**config.mk**
```make
export PLATFORM = sky130hd
export DESIGN_NAME = oversampling_adc_packetizer_top
export DESIGN_NICKNAME = d
export VERILOG_FILES = /design/src/rtl/oap_pkg.sv /design/src/rtl/oap_fifo.sv /design/src/rtl/oap_front.sv /design/src/rtl/oap_back.sv /design/src/rtl/oversampling_adc_packetizer_top.sv
export SDC_FILE = /design/constraint.sdc
export NUM_CORES = 1
export LEC_CHECK = 0
export ABC_AREA = 1
export BUFFER_PORTS_ARGS = -buffer_cell sky130_fd_sc_hd__buf_2
export CAP_MARGIN = 20
export CORE_ASPECT_RATIO = 1.4
export CORE_MARGIN = 8
export CORE_UTILIZATION = 43
export DETAILED_ROUTE_END_ITERATION = 7
export PLACE_DENSITY = 0.61
export SLEW_MARGIN = 15
export SYNTH_ARGS = -nofsm -noshare
export SYNTH_HDL_FRONTEND = slang
export SYNTH_HIERARCHICAL = 1
export SYNTH_SLANG_ARGS = --single-unit
```
**constraint.sdc**
```tcl
create_clock -name clk -period 7.3 [get_ports clk]
set_input_delay 0.365 -clock clk [delete_from_list [all_inputs] [get_ports clk]]
set_output_delay 0.365 -clock clk [all_outputs]
set_load 0.005 [all_outputs]
```
**src/rtl/oap_pkg.sv**
```systemverilog
// Shared types and constants of the oversampling converter packetizer.
`default_nettype none

package oap_pkg;

  localparam int REQ_W      = 2;
  localparam int SHIFT_W    = 3;
  localparam int BYTE_W     = 8;
  localparam int RESULT_W   = 16;
  localparam int CHAN_OUT_W = 2;

  localparam logic [BYTE_W-1:0]  HEADER_BYTE = 8'hAA;
  localparam logic [BYTE_W-1:0]  PAD_BYTE    = 8'h00;
  localparam logic [SHIFT_W-1:0] RESET_SHIFT = 3'd3;

  typedef enum logic [REQ_W-1:0] {
    REQ_SAMPLE  = 2'd0,
    REQ_READ    = 2'd1,
    REQ_RELEASE = 2'd2
  } req_t;

  typedef struct packed {
    logic do_sample;
    logic do_read;
    logic do_release;
  } cmd_t;

  typedef struct packed {
    logic [BYTE_W-1:0]     byte_out;
    logic                  byte_valid;
    logic                  frame_ready;
    logic [CHAN_OUT_W-1:0] next_channel;
  } result_t;

endpackage

`default_nettype wire

```
**src/rtl/oap_fifo.sv**
```systemverilog
// Small register queue with a fill count, used as the request queue and the result queue of the packetizer.
`default_nettype none

module oap_fifo #(
  parameter int WIDTH = 8,
  parameter int DEPTH = 2
) (
  input  wire logic             clk,
  input  wire logic             rst,
  input  wire logic             push,
  input  wire logic [WIDTH-1:0] wdata,
  output logic                  full,
  input  wire logic             pop,
  output logic      [WIDTH-1:0] rdata,
  output logic                  empty
);

  localparam int AW = (DEPTH > 1) ? $clog2(DEPTH) : 1;
  localparam int CW = $clog2(DEPTH + 1);

  logic [WIDTH-1:0] mem [DEPTH];
  logic [AW-1:0]    wptr;
  logic [AW-1:0]    rptr;
  logic [CW-1:0]    count;
  logic             do_push;
  logic             do_pop;

  assign full    = (count == CW'(DEPTH));
  assign empty   = (count == '0);
  assign do_push = push && !full;
  assign do_pop  = pop && !empty;
  assign rdata   = mem[rptr];

  always_ff @(posedge clk) begin
    if (rst) begin
      wptr  <= '0;
      rptr  <= '0;
      count <= '0;
    end else begin
      if (do_push) begin
        wptr <= (wptr == AW'(DEPTH - 1)) ? '0 : wptr + 1'b1;
      end
      if (do_pop) begin
        rptr <= (rptr == AW'(DEPTH - 1)) ? '0 : rptr + 1'b1;
      end
      if (do_push && !do_pop) begin
        count <= count + 1'b1;
      end else if (do_pop && !do_push) begin
        count <= count - 1'b1;
      end
    end
  end

  always_ff @(posedge clk) begin
    if (do_push) begin
      mem[wptr] <= wdata;
    end
  end

endmodule

`default_nettype wire

```
**src/rtl/oap_front.sv**
```systemverilog
// Front stage: accepts request items, decodes the request code and queues them.
`default_nettype none

module oap_front #(
  parameter int SAMPLE_BITS = 10
) (
  input  wire logic                           clk,
  input  wire logic                           rst,
  input  wire logic                           push,
  output logic                                full,
  input  wire logic [oap_pkg::REQ_W-1:0]      req_type,
  input  wire logic [SAMPLE_BITS-1:0]         sample_value,
  output logic                                q_valid,
  output oap_pkg::cmd_t                       q_cmd,
  output logic      [SAMPLE_BITS-1:0]         q_sample,
  input  wire logic                           q_pop
);

  localparam int CMD_W   = $bits(oap_pkg::cmd_t);
  localparam int ENTRY_W = CMD_W + SAMPLE_BITS;

  oap_pkg::cmd_t      cmd;
  logic [ENTRY_W-1:0] entry_in;
  logic [ENTRY_W-1:0] entry_out;
  logic               q_empty;

  always_comb begin
    cmd = '0;
    unique case (oap_pkg::req_t'(req_type))
      oap_pkg::REQ_SAMPLE:  cmd.do_sample  = 1'b1;
      oap_pkg::REQ_READ:    cmd.do_read    = 1'b1;
      oap_pkg::REQ_RELEASE: cmd.do_release = 1'b1;
      default:              cmd = '0;
    endcase
  end

  assign entry_in = {cmd, sample_value};

  oap_fifo #(
    .WIDTH (ENTRY_W),
    .DEPTH (2)
  ) u_queue (
    .clk   (clk),
    .rst   (rst),
    .push  (push),
    .wdata (entry_in),
    .full  (full),
    .pop   (q_pop),
    .rdata (entry_out),
    .empty (q_empty)
  );

  assign q_valid  = !q_empty;
  assign q_cmd    = oap_pkg::cmd_t'(entry_out[ENTRY_W-1:SAMPLE_BITS]);
  assign q_sample = entry_out[SAMPLE_BITS-1:0];

endmodule

`default_nettype wire

```
**src/rtl/oap_back.sv**
```systemverilog
// Back stage: oversampling accumulator, packet store, SPI byte source and result queue.
`default_nettype none

module oap_back #(
  parameter int NUM_CHANNELS = 4,
  parameter int SAMPLE_BITS  = 10,
  parameter int MAX_SHIFT    = 4
) (
  input  wire logic                          clk,
  input  wire logic                          rst,
  input  wire logic [oap_pkg::SHIFT_W-1:0]   oversample_shift,
  input  wire logic                          q_valid,
  input  wire oap_pkg::cmd_t                 q_cmd,
  input  wire logic [SAMPLE_BITS-1:0]        q_sample,
  output logic                               q_pop,
  input  wire logic                          pop,
  output logic                               empty,
  output oap_pkg::result_t                   result
);

  localparam int PACKET_LEN = 2 * NUM_CHANNELS + 2;
  localparam int CHECK_POS  = 2 * NUM_CHANNELS + 1;
  localparam int STORE_LEN  = 2 * NUM_CHANNELS;
  localparam int SUM_W      = SAMPLE_BITS + 2 * MAX_SHIFT;
  localparam int CNT_W      = 2 * MAX_SHIFT + 1;
  localparam int CH_W       = (NUM_CHANNELS > 1) ? $clog2(NUM_CHANNELS) : 1;
  localparam int SI_W       = $clog2(STORE_LEN);
  localparam int RI_W       = $clog2(PACKET_LEN + 1);
  localparam int RES_W      = $bits(oap_pkg::result_t);
  localparam int BW         = oap_pkg::BYTE_W;

  logic [SUM_W-1:0]  sum_acc;
  logic [SUM_W-1:0]  sum_acc_next;
  logic [CNT_W-1:0]  sample_count;
  logic [CNT_W-1:0]  sample_count_next;
  logic [CH_W-1:0]   channel_index;
  logic [CH_W-1:0]   channel_index_next;
  logic [RI_W-1:0]   read_index;
  logic [RI_W-1:0]   read_index_next;
  logic              packet_ready;
  logic              packet_ready_next;
  logic [BW-1:0]     checksum;
  logic [BW-1:0]     checksum_next;
  logic [BW-1:0]     packet_store [STORE_LEN];

  logic [oap_pkg::SHIFT_W-1:0]  eff_shift;
  logic [SUM_W-1:0]             sum_inc;
  logic [CNT_W-1:0]             count_inc;
  logic [CNT_W-1:0]             target;
  logic [SUM_W-1:0]             shifted;
  logic [oap_pkg::RESULT_W-1:0] chan_result;
  logic                         chan_done;
  logic                         store_we;
  logic [SI_W-1:0]              store_idx;
  logic [BW-1:0]                read_byte;
  logic                         out_full_q;
  logic                         step;
  oap_pkg::result_t             res_next;
  logic [RES_W-1:0]             res_bits;

  assign step  = q_valid && !out_full_q;
  assign q_pop = step;

  assign eff_shift   = (oversample_shift > oap_pkg::SHIFT_W'(MAX_SHIFT)) ?
                       oap_pkg::SHIFT_W'(MAX_SHIFT) : oversample_shift;
  assign sum_inc     = sum_acc + SUM_W'(q_sample);
  assign count_inc   = sample_count + 1'b1;
  assign target      = CNT_W'(1) << {eff_shift, 1'b0};
  assign chan_done   = (count_inc >= target);
  assign shifted     = sum_inc >> eff_shift;
  assign chan_result = oap_pkg::RESULT_W'(shifted);
  assign store_idx   = SI_W'({channel_index, 1'b0});

  always_comb begin
    if (read_index == '0) begin
      read_byte = oap_pkg::HEADER_BYTE;
    end else if (read_index == RI_W'(CHECK_POS)) begin
      read_byte = checksum;
    end else begin
      read_byte = packet_store[SI_W'(read_index - 1'b1)];
    end
  end

  always_comb begin
    sum_acc_next       = sum_acc;
    sample_count_next  = sample_count;
    channel_index_next = channel_index;
    read_index_next    = read_index;
    packet_ready_next  = packet_ready;
    checksum_next      = checksum;
    store_we           = 1'b0;
    res_next           = '0;
    if (q_cmd.do_sample && !packet_ready) begin
      sum_acc_next      = sum_inc;
      sample_count_next = count_inc;
      if (chan_done) begin
        store_we          = 1'b1;
        sum_acc_next      = '0;
        sample_count_next = '0;
        checksum_next     = checksum ^ chan_result[BW-1:0] ^ chan_result[2*BW-1:BW];
        if (channel_index == CH_W'(NUM_CHANNELS - 1)) begin
          channel_index_next = '0;
          packet_ready_next  = 1'b1;
          read_index_next    = '0;
        end else begin
          channel_index_next = channel_index + 1'b1;
        end
      end
    end else if (q_cmd.do_read) begin
      res_next.byte_valid = 1'b1;
      if (packet_ready && read_index < RI_W'(PACKET_LEN)) begin
        res_next.byte_out = read_byte;
        read_index_next   = read_index + 1'b1;
      end else begin
        res_next.byte_out = oap_pkg::PAD_BYTE;
      end
    end else if (q_cmd.do_release && packet_ready) begin
      packet_ready_next  = 1'b0;
      read_index_next    = RI_W'(PACKET_LEN);
      sum_acc_next       = '0;
      sample_count_next  = '0;
      channel_index_next = '0;
      checksum_next      = oap_pkg::HEADER_BYTE;
    end
    res_next.frame_ready  = packet_ready_next;
    res_next.next_channel = oap_pkg::CHAN_OUT_W'(channel_index_next);
  end

  always_ff @(posedge clk) begin
    if (rst) begin
      sum_acc       <= '0;
      sample_count  <= '0;
      channel_index <= '0;
      read_index    <= RI_W'(PACKET_LEN);
      packet_ready  <= 1'b0;
      checksum      <= oap_pkg::HEADER_BYTE;
    end else if (step) begin
      sum_acc       <= sum_acc_next;
      sample_count  <= sample_count_next;
      channel_index <= channel_index_next;
      read_index    <= read_index_next;
      packet_ready  <= packet_ready_next;
      checksum      <= checksum_next;
    end
  end

  always_ff @(posedge clk) begin
    if (step && store_we) begin
      packet_store[store_idx]                <= chan_result[BW-1:0];
      packet_store[SI_W'(store_idx + 1'b1)]  <= chan_result[2*BW-1:BW];
    end
  end

  oap_fifo #(
    .WIDTH (RES_W),
    .DEPTH (2)
  ) u_result_queue (
    .clk   (clk),
    .rst   (rst),
    .push  (step),
    .wdata (res_next),
    .full  (out_full_q),
    .pop   (pop),
    .rdata (res_bits),
    .empty (empty)
  );

  assign result = oap_pkg::result_t'(res_bits);

endmodule

`default_nettype wire

```
**src/rtl/oversampling_adc_packetizer_top.sv**
```systemverilog
// Top level of the oversampling converter packetizer with its shift register.
//
// Channel   Handshake           Payload
// request   push / full         req_type, sample_value
// result    empty / pop         byte_out, byte_valid, frame_ready, next_channel
// config    cfg_we              cfg_wdata (oversample_shift)
//
// Every request item yields one result item; one item completes per cycle
// while the result queue is not full. A request is registered in the request
// queue and its result in the result queue, from which pop takes it. The
// accumulator step and the packet store access both take place between the two.
// rst is synchronous and active high; a stalled result queue backs up into
// the request queue, which then raises full.
`default_nettype none

module oversampling_adc_packetizer_top #(
  parameter int NUM_CHANNELS = 4,
  parameter int SAMPLE_BITS  = 10,
  parameter int MAX_SHIFT    = 4
) (
  input  wire logic                             clk,
  input  wire logic                             rst,
  input  wire logic                             push,
  output logic                                  full,
  input  wire logic [oap_pkg::REQ_W-1:0]        req_type,
  input  wire logic [SAMPLE_BITS-1:0]           sample_value,
  input  wire logic                             pop,
  output logic                                  empty,
  output logic      [oap_pkg::BYTE_W-1:0]       byte_out,
  output logic                                  byte_valid,
  output logic                                  frame_ready,
  output logic      [oap_pkg::CHAN_OUT_W-1:0]   next_channel,
  input  wire logic                             cfg_we,
  input  wire logic [oap_pkg::SHIFT_W-1:0]      cfg_wdata
);

  logic [oap_pkg::SHIFT_W-1:0] oversample_shift;
  logic                        q_valid;
  oap_pkg::cmd_t               q_cmd;
  logic [SAMPLE_BITS-1:0]      q_sample;
  logic                        q_pop;
  oap_pkg::result_t            result;

  always_ff @(posedge clk) begin
    if (rst) begin
      oversample_shift <= oap_pkg::RESET_SHIFT;
    end else if (cfg_we) begin
      oversample_shift <= cfg_wdata;
    end
  end

  oap_front #(
    .SAMPLE_BITS (SAMPLE_BITS)
  ) u_front (
    .clk          (clk),
    .rst          (rst),
    .push         (push),
    .full         (full),
    .req_type     (req_type),
    .sample_value (sample_value),
    .q_valid      (q_valid),
    .q_cmd        (q_cmd),
    .q_sample     (q_sample),
    .q_pop        (q_pop)
  );

  oap_back #(
    .NUM_CHANNELS (NUM_CHANNELS),
    .SAMPLE_BITS  (SAMPLE_BITS),
    .MAX_SHIFT    (MAX_SHIFT)
  ) u_back (
    .clk              (clk),
    .rst              (rst),
    .oversample_shift (oversample_shift),
    .q_valid          (q_valid),
    .q_cmd            (q_cmd),
    .q_sample         (q_sample),
    .q_pop            (q_pop),
    .pop              (pop),
    .empty            (empty),
    .result           (result)
  );

  assign byte_out     = result.byte_out;
  assign byte_valid   = result.byte_valid;
  assign frame_ready  = result.frame_ready;
  assign next_channel = result.next_channel;

endmodule

`default_nettype wire
```
---- Word-level counts from Yosys, hierarchy flattened ----
Memories as Yosys holds them, arrays and structs flattened. A register that Yosys moved wholly into a read port is not among the register bits.
Cells that the tools add are included.
operators by class
  equal/unequal tests ..................... 10
  $add $sub $neg .......................... 14
  bitwise logic cells ..................... 2
  reductions and logical operators ........ 33
  shift-type cells ........................ 2
  mux-type cells .......................... 57
  order comparisons ....................... 3
operators with widths
  operator                                                            number
  18-bit two-way mux                                                  4
  8-bit two-way mux                                                   7
  9-bit two-way mux                                                   6
  1-bit two-way mux                                                   24
  4-bit two-way mux                                                   6
  18-bit by 10-bit adder with 18-bit output                           1
  2-bit two-way mux                                                   9
  18-bit by 3-bit right shift with 16-bit output                      1
  8-bit bitwise XOR                                                   2
  1-bit logical AND                                                   13
  9-bit by 1-bit adder with 9-bit output (second input constant)      1
  9-bit greater-or-equal comparator                                   1
  1-bit logical NOT                                                   9
  1-bit by 4-bit << shifter with 9-bit output (first input constant)  1
  2-bit == test (second input constant)                               4
  2-bit by 1-bit adder with 2-bit output (second input constant)      3
  2-bit logical NOT                                                   3
  2-bit nonzero test                                                  3
  5-bit AND reduction                                                 1
  1-bit adder (second input constant)                                 4
  4-bit by 1-bit adder with 4-bit output (second input constant)      1
  4-bit == test (second input constant)                               1
  4-bit logical NOT                                                   1
  4-bit less-than comparator (second input constant)                  1
  12 further kinds                                                    14
word-level totals
  output and inout bits ................... 14
  bits in registers ....................... 53
  bits in writable memories ............... 114
  input port bits ......................... 20
  memories kept ........................... 3
memories
  name                       words  width  rd ports  clocked after Yosys merged registers in  wr ports  RTL line        RTL
  u_back.packet_store        8      8      1         0                                        2         oap_back.sv:44  logic [BW-1:0] packet_store [STORE_LEN];
  u_front.u_queue.mem        2      13     1         1                                        1         oap_fifo.sv:21  logic [WIDTH-1:0] mem [DEPTH];
  u_back.u_result_queue.mem  2      12     1         1                                        1         oap_fifo.sv:21

---- Longest topological paths before layout ----
  word-level depth ........................ 9
  depth in mapped cells ................... 23
  mapped depth without buffers ............ 22

---- By module ----
Netlist, hierarchy kept.
modules (own cells, without submodules)
  module                             instances  area an instance (sq um)  cells an instance  sequential area each (sq um)
  oap_back                           1          6373.6                    859                2762.6
  oap_fifo at u_front.u_queue        1          1184.9                    77                 880.8
  oap_fifo at u_back.u_result_queue  1          1116.1                    74                 820.8
  oversampling_adc_packetizer_top    1          111.4                     16                 60.1
  oap_front                          1          22.5                      6                  0.0

---- Worst setup path after synthesis ----
No wires, ideal clock.
  kind .................................... reg-to-reg
  from .................................... register oversample_shift[2] (netlist bit)
  to ...................................... memory u_back/packet_store[0][0] (netlist bit), enable pin
  stages on the path, launching flop included .. 18
  setup time .............................. 0.389 ns
  period minus slack after synthesis ...... 3.131 ns
  arrival ................................. 2.742 ns
  path slack .............................. 4.169 ns
  path buffers ............................ 2
  required time ........................... 6.911 ns
  path through ............................ dfxtp_1 -> buf_2 -> o21ai_0 -> nand2_1 -> inv_1 -> buf_2 -> nand2_1 -> ha_1 -> nand2_1 -> nand2_1 -> o21ai_1 -> nand2_1 -> nand2_2 -> nand2_1 -> nand2_1 -> nor2_2 -> inv_1 -> nor2_1
RTL lines
  item                    RTL line                               RTL
  start, declared         oversampling_adc_packetizer_top.sv:37  logic [oap_pkg::SHIFT_W-1:0] oversample_shift;
  start signal, assigned  oversampling_adc_packetizer_top.sv:46  oversample_shift <= oap_pkg::RESET_SHIFT;
  start signal, assigned  oversampling_adc_packetizer_top.sv:48  oversample_shift <= cfg_wdata;
  end, declared           oap_back.sv:44

==> out/metrics.cfg <==
[clocking]
clockBufferDepth=2
clk_pin_slew_ns=0.07
cts-hold-fix-buffers=0
clock_sinks=169
numCtsBuffers=17
root_buffer=clkbuf_16
htreeDepth=4
cts_resized=0
cts_tree=done
worstSkewPairLatency_ns=0.43
cts_setup_buffers=0

[synthesis]
synth_most_common_cell=nand2_1
synth_edf_count=114
synth_top_area_share_pct=38.9
seq_area_frac_synth_pct=51.4
netlist_top_cells_count=nand2_1 (242), inv_1 (126), nand3_1 (117), edfxtp_1 (114), nor2_1 (104)
synth-seq-cells=169
yosys-top-cells-area=edfxtp_1 (39%), dfxtp_1 (13%), nand2_1 (10%)
synth_flop_cell=edfxtp_1
syn_nets=1079
syn_inst=1032
yosys_warnings=6
synth_area_um2=8810
syn_area_per_cell_um2=8.54
ys_types=45
async_flop_share_pct=0
yosys.area.top_type=edfxtp_1

[worst_setup_path]
crit_type=register to register
cp_num_cells=17
crit_fanout=19
rr_worst_depth=17
crit_required_ns=7.37
reg2reg_to=u_back/packet_store[7][4]
arrival_ns=3.80
end_kind=register
path_common_cell=nand2_1
critical-path-top-delay-family=simple AND/OR/NAND/NOR gates
rrSetupSlack_ns=3.57
cpPeakStageDelay_ns=0.49
critPathSlowestCell=dfxtp_1
worstPathCellList=inv_2 -> nand2_2 -> inv_2 -> nand2_1 -> ha_1 -> a21oi_1 -> nand2_1 -> nand2_1 -> nand2_1 -> o21ai_1 -> nand2_1 -> nand2_2 -> nand2_1 -> nand2_1 -> nor2_2 -> nand2_1 -> inv_1
cp-startpoint=oversample_shift[2]
r2r_start=oversample_shift[2]
start_kind=register
crit_end=u_back/packet_store[7][4]
path_buf_inv=3

[drt]
drtIter0Drc=453
first_pass_iters=5
routed_wl_um=20400
via_per_inst=5.16
antenna_left=0
routedWlPerCell_um=15.3
via_count=6900
post-route-drc-count=0

[die]
die_x_um=137
rows=62
die-area_um2=25400
start_util_pct=43.3
ioPinCount=34
fp.coreArea_um2=20300
die_h_um=185

[power]
p_seq_share_pct=40.1
peakVddDrop_mv=0.184
swShare_pct=36.8
combPwrFrac_pct=31.7
p_leak_nw=4.19
p_switching_w=0.00114
internal_power_w=0.00196
power_density_nw_per_um2=316
p_clk_share_pct=28.2

[placed_design]
routabilityCongestion=0.865
io_buffers=33
dp_hpwl_um=15100
postPlaceCellArea_um2=9240
place_ws_ns=3.57

[run]
maxCapViolations=0

[sta]
setup_ws_ns=3.57
period_minus_slack_ns=3.73
maxSlewViolCount=0
grt_setup_unrepaired=false
slew_headroom_pct=32.2
hold_violations=0
finalSetupViolCount=0
finalSetupTns_ns=0
fin_crit_sh_pct=51.1
fmaxAchievable_mhz=268
tightest_slew_ns=1.01
fin_skew_ns=0.00977

[finish]
fill_cells=2009
final_cell_area_um2=9820
antenna_cells=0
drive_gt1_share_pct=10.6
syn2layout_area_growth_pct=11.5
nNetsFinal=1114

[global_routing]
grt_antenna_before_repair=0
globalRouteOverflowTotal=0
grt_pass1_wl_um=33400
track_usage_pct=16.8
grt_max_degree=41
grt_pass1_vias=6721

[min_path]
hold_path_class=input pin to register

[status]
status=completed

-- power groups by stage --
stage	sequential, W	combinational (W)	clock (W)
floorplan	0.00123	0.000732	0
global placement	0.00126	0.000978	0
detailed placement	0.00127	0.000982	0
CTS	0.00125	0.000989	0.000895
global route	0.00126	0.00111	0.000927
finish	0.00124	0.000983	0.000873
-- sequential cells by signal (all words and copies together) (netlist names), 2 cells and up, named ones only --
register and count:
u_front/u_queue/mem 26, oversample_shift 3, u_back/sum_acc 18, u_back/u_result_queue/count 2, u_back/read_index 4, u_front/u_queue/count 2, u_back/channel_index 2, u_back/sample_count 9
u_back/checksum 8, u_back/packet_store 64, u_back/u_result_queue/mem 24
-- per-layer routing --
| layer | global-route usage (%) | up-vias | wire length (um) |
|---|---|---|---|
| li1 | - | 3542 | - |
| met1 | 19.4 | 3224 | 8850 |
| met2 | 29.0 | 97 | 10300 |
| met3 | 2.96 | 37 | 545 |
| met4 | 8.94 | 0 | 740 |
| met5 | 0 | - | 0 |
-- worst reg2reg max path, stage by stage (launching register included) --
cell and delay (ns):
dfxtp_1 0.49, inv_2 0.34, nand2_2 0.30, inv_2 0.33, nand2_1 0.14, ha_1 0.30, a21oi_1 0.06, nand2_1 0.06
nand2_1 0.04, nand2_1 0.05, o21ai_1 0.05, nand2_1 0.07, nand2_2 0.07, nand2_1 0.13, nand2_1 0.10, nor2_2 0.27
nand2_1 0.11, inv_1 0.45
-- logic make-up (layout without fill, tap and decap cells) --
logic type | count (synthesis) | in the layout | share of synthesized area [%]
fa+ha+maj | 27 | 27 | 3.92
xor+xnor | 9 | 9 | 0.895
simple gates | 498 | 498 | 24.2
mux | 25 | 25 | 3.20
compound gates | 140 | 140 | 9.19
buf+inv | 164 | 212 | 7.24
flops | 169 | 169 | 51.4
-- worst min-delay path by stage --
stage,from,endpoint,slack [ns],cells past startpoint
2_1_floorplan,oversample_shift[2],oversample_shift[2],0.44,2
3_3_place_gp,u_back/sum_acc[0],u_back/sum_acc[0],0.46,2
4_1_cts,sample_value[3],u_front/u_queue/mem[1][3],0.1,1
5_1_grt,sample_value[9],u_front/u_queue/mem[1][9],0.09,1
3_5_place_dp,u_back/sum_acc[0],u_back/sum_acc[0],0.46,2
6_report,sample_value[3],u_front/u_queue/mem[1][3],0.11,1
-- metrics by stage --
stage | hold WS, ns | utilization, % | total power, W | std cells
2_1_floorplan | 0.443 | - | 0.00197 | 1032
3_3_place_gp | 0.458 | 45.5 | 0.00224 | 1303
3_5_place_dp | 0.463 | 45.5 | 0.00225 | 1303
4_1_cts | 0.0954 | 48.3 | 0.00313 | 1335
5_1_grt | 0.0931 | 48.3 | 0.00329 | 1336
6_report | 0.114 | 48.3 | 0.00310 | 1336
-- area by class of cell --
cell class	count	area, um^2	area share, %
Inverter	137	514	5.24
Clock buffer	17	425	4.33
Sequential cell	169	4520	46.1
Multi-Input combinational cell	699	3650	37.1
Timing Repair Buffer	43	240	2.45
Tap cell	256	320	3.26
Clock inverter	15	150	1.53
-- placed cells by master, fill, tap and decap left out, types with 12 or more instances in the layout --
cell / n
nand3_1: 117
ha_1: 26
dfxtp_1: 55
mux2_2: 15
a21oi_1: 43
nand4_1: 12
o21ai_0: 44
edfxtp_1: 114
nor2_1: 104
buf_2: 33
nand2_1: 242
inv_1: 126
clkbuf_16: 17
o22ai_1: 14
Power figures use the tool's default switching activity.
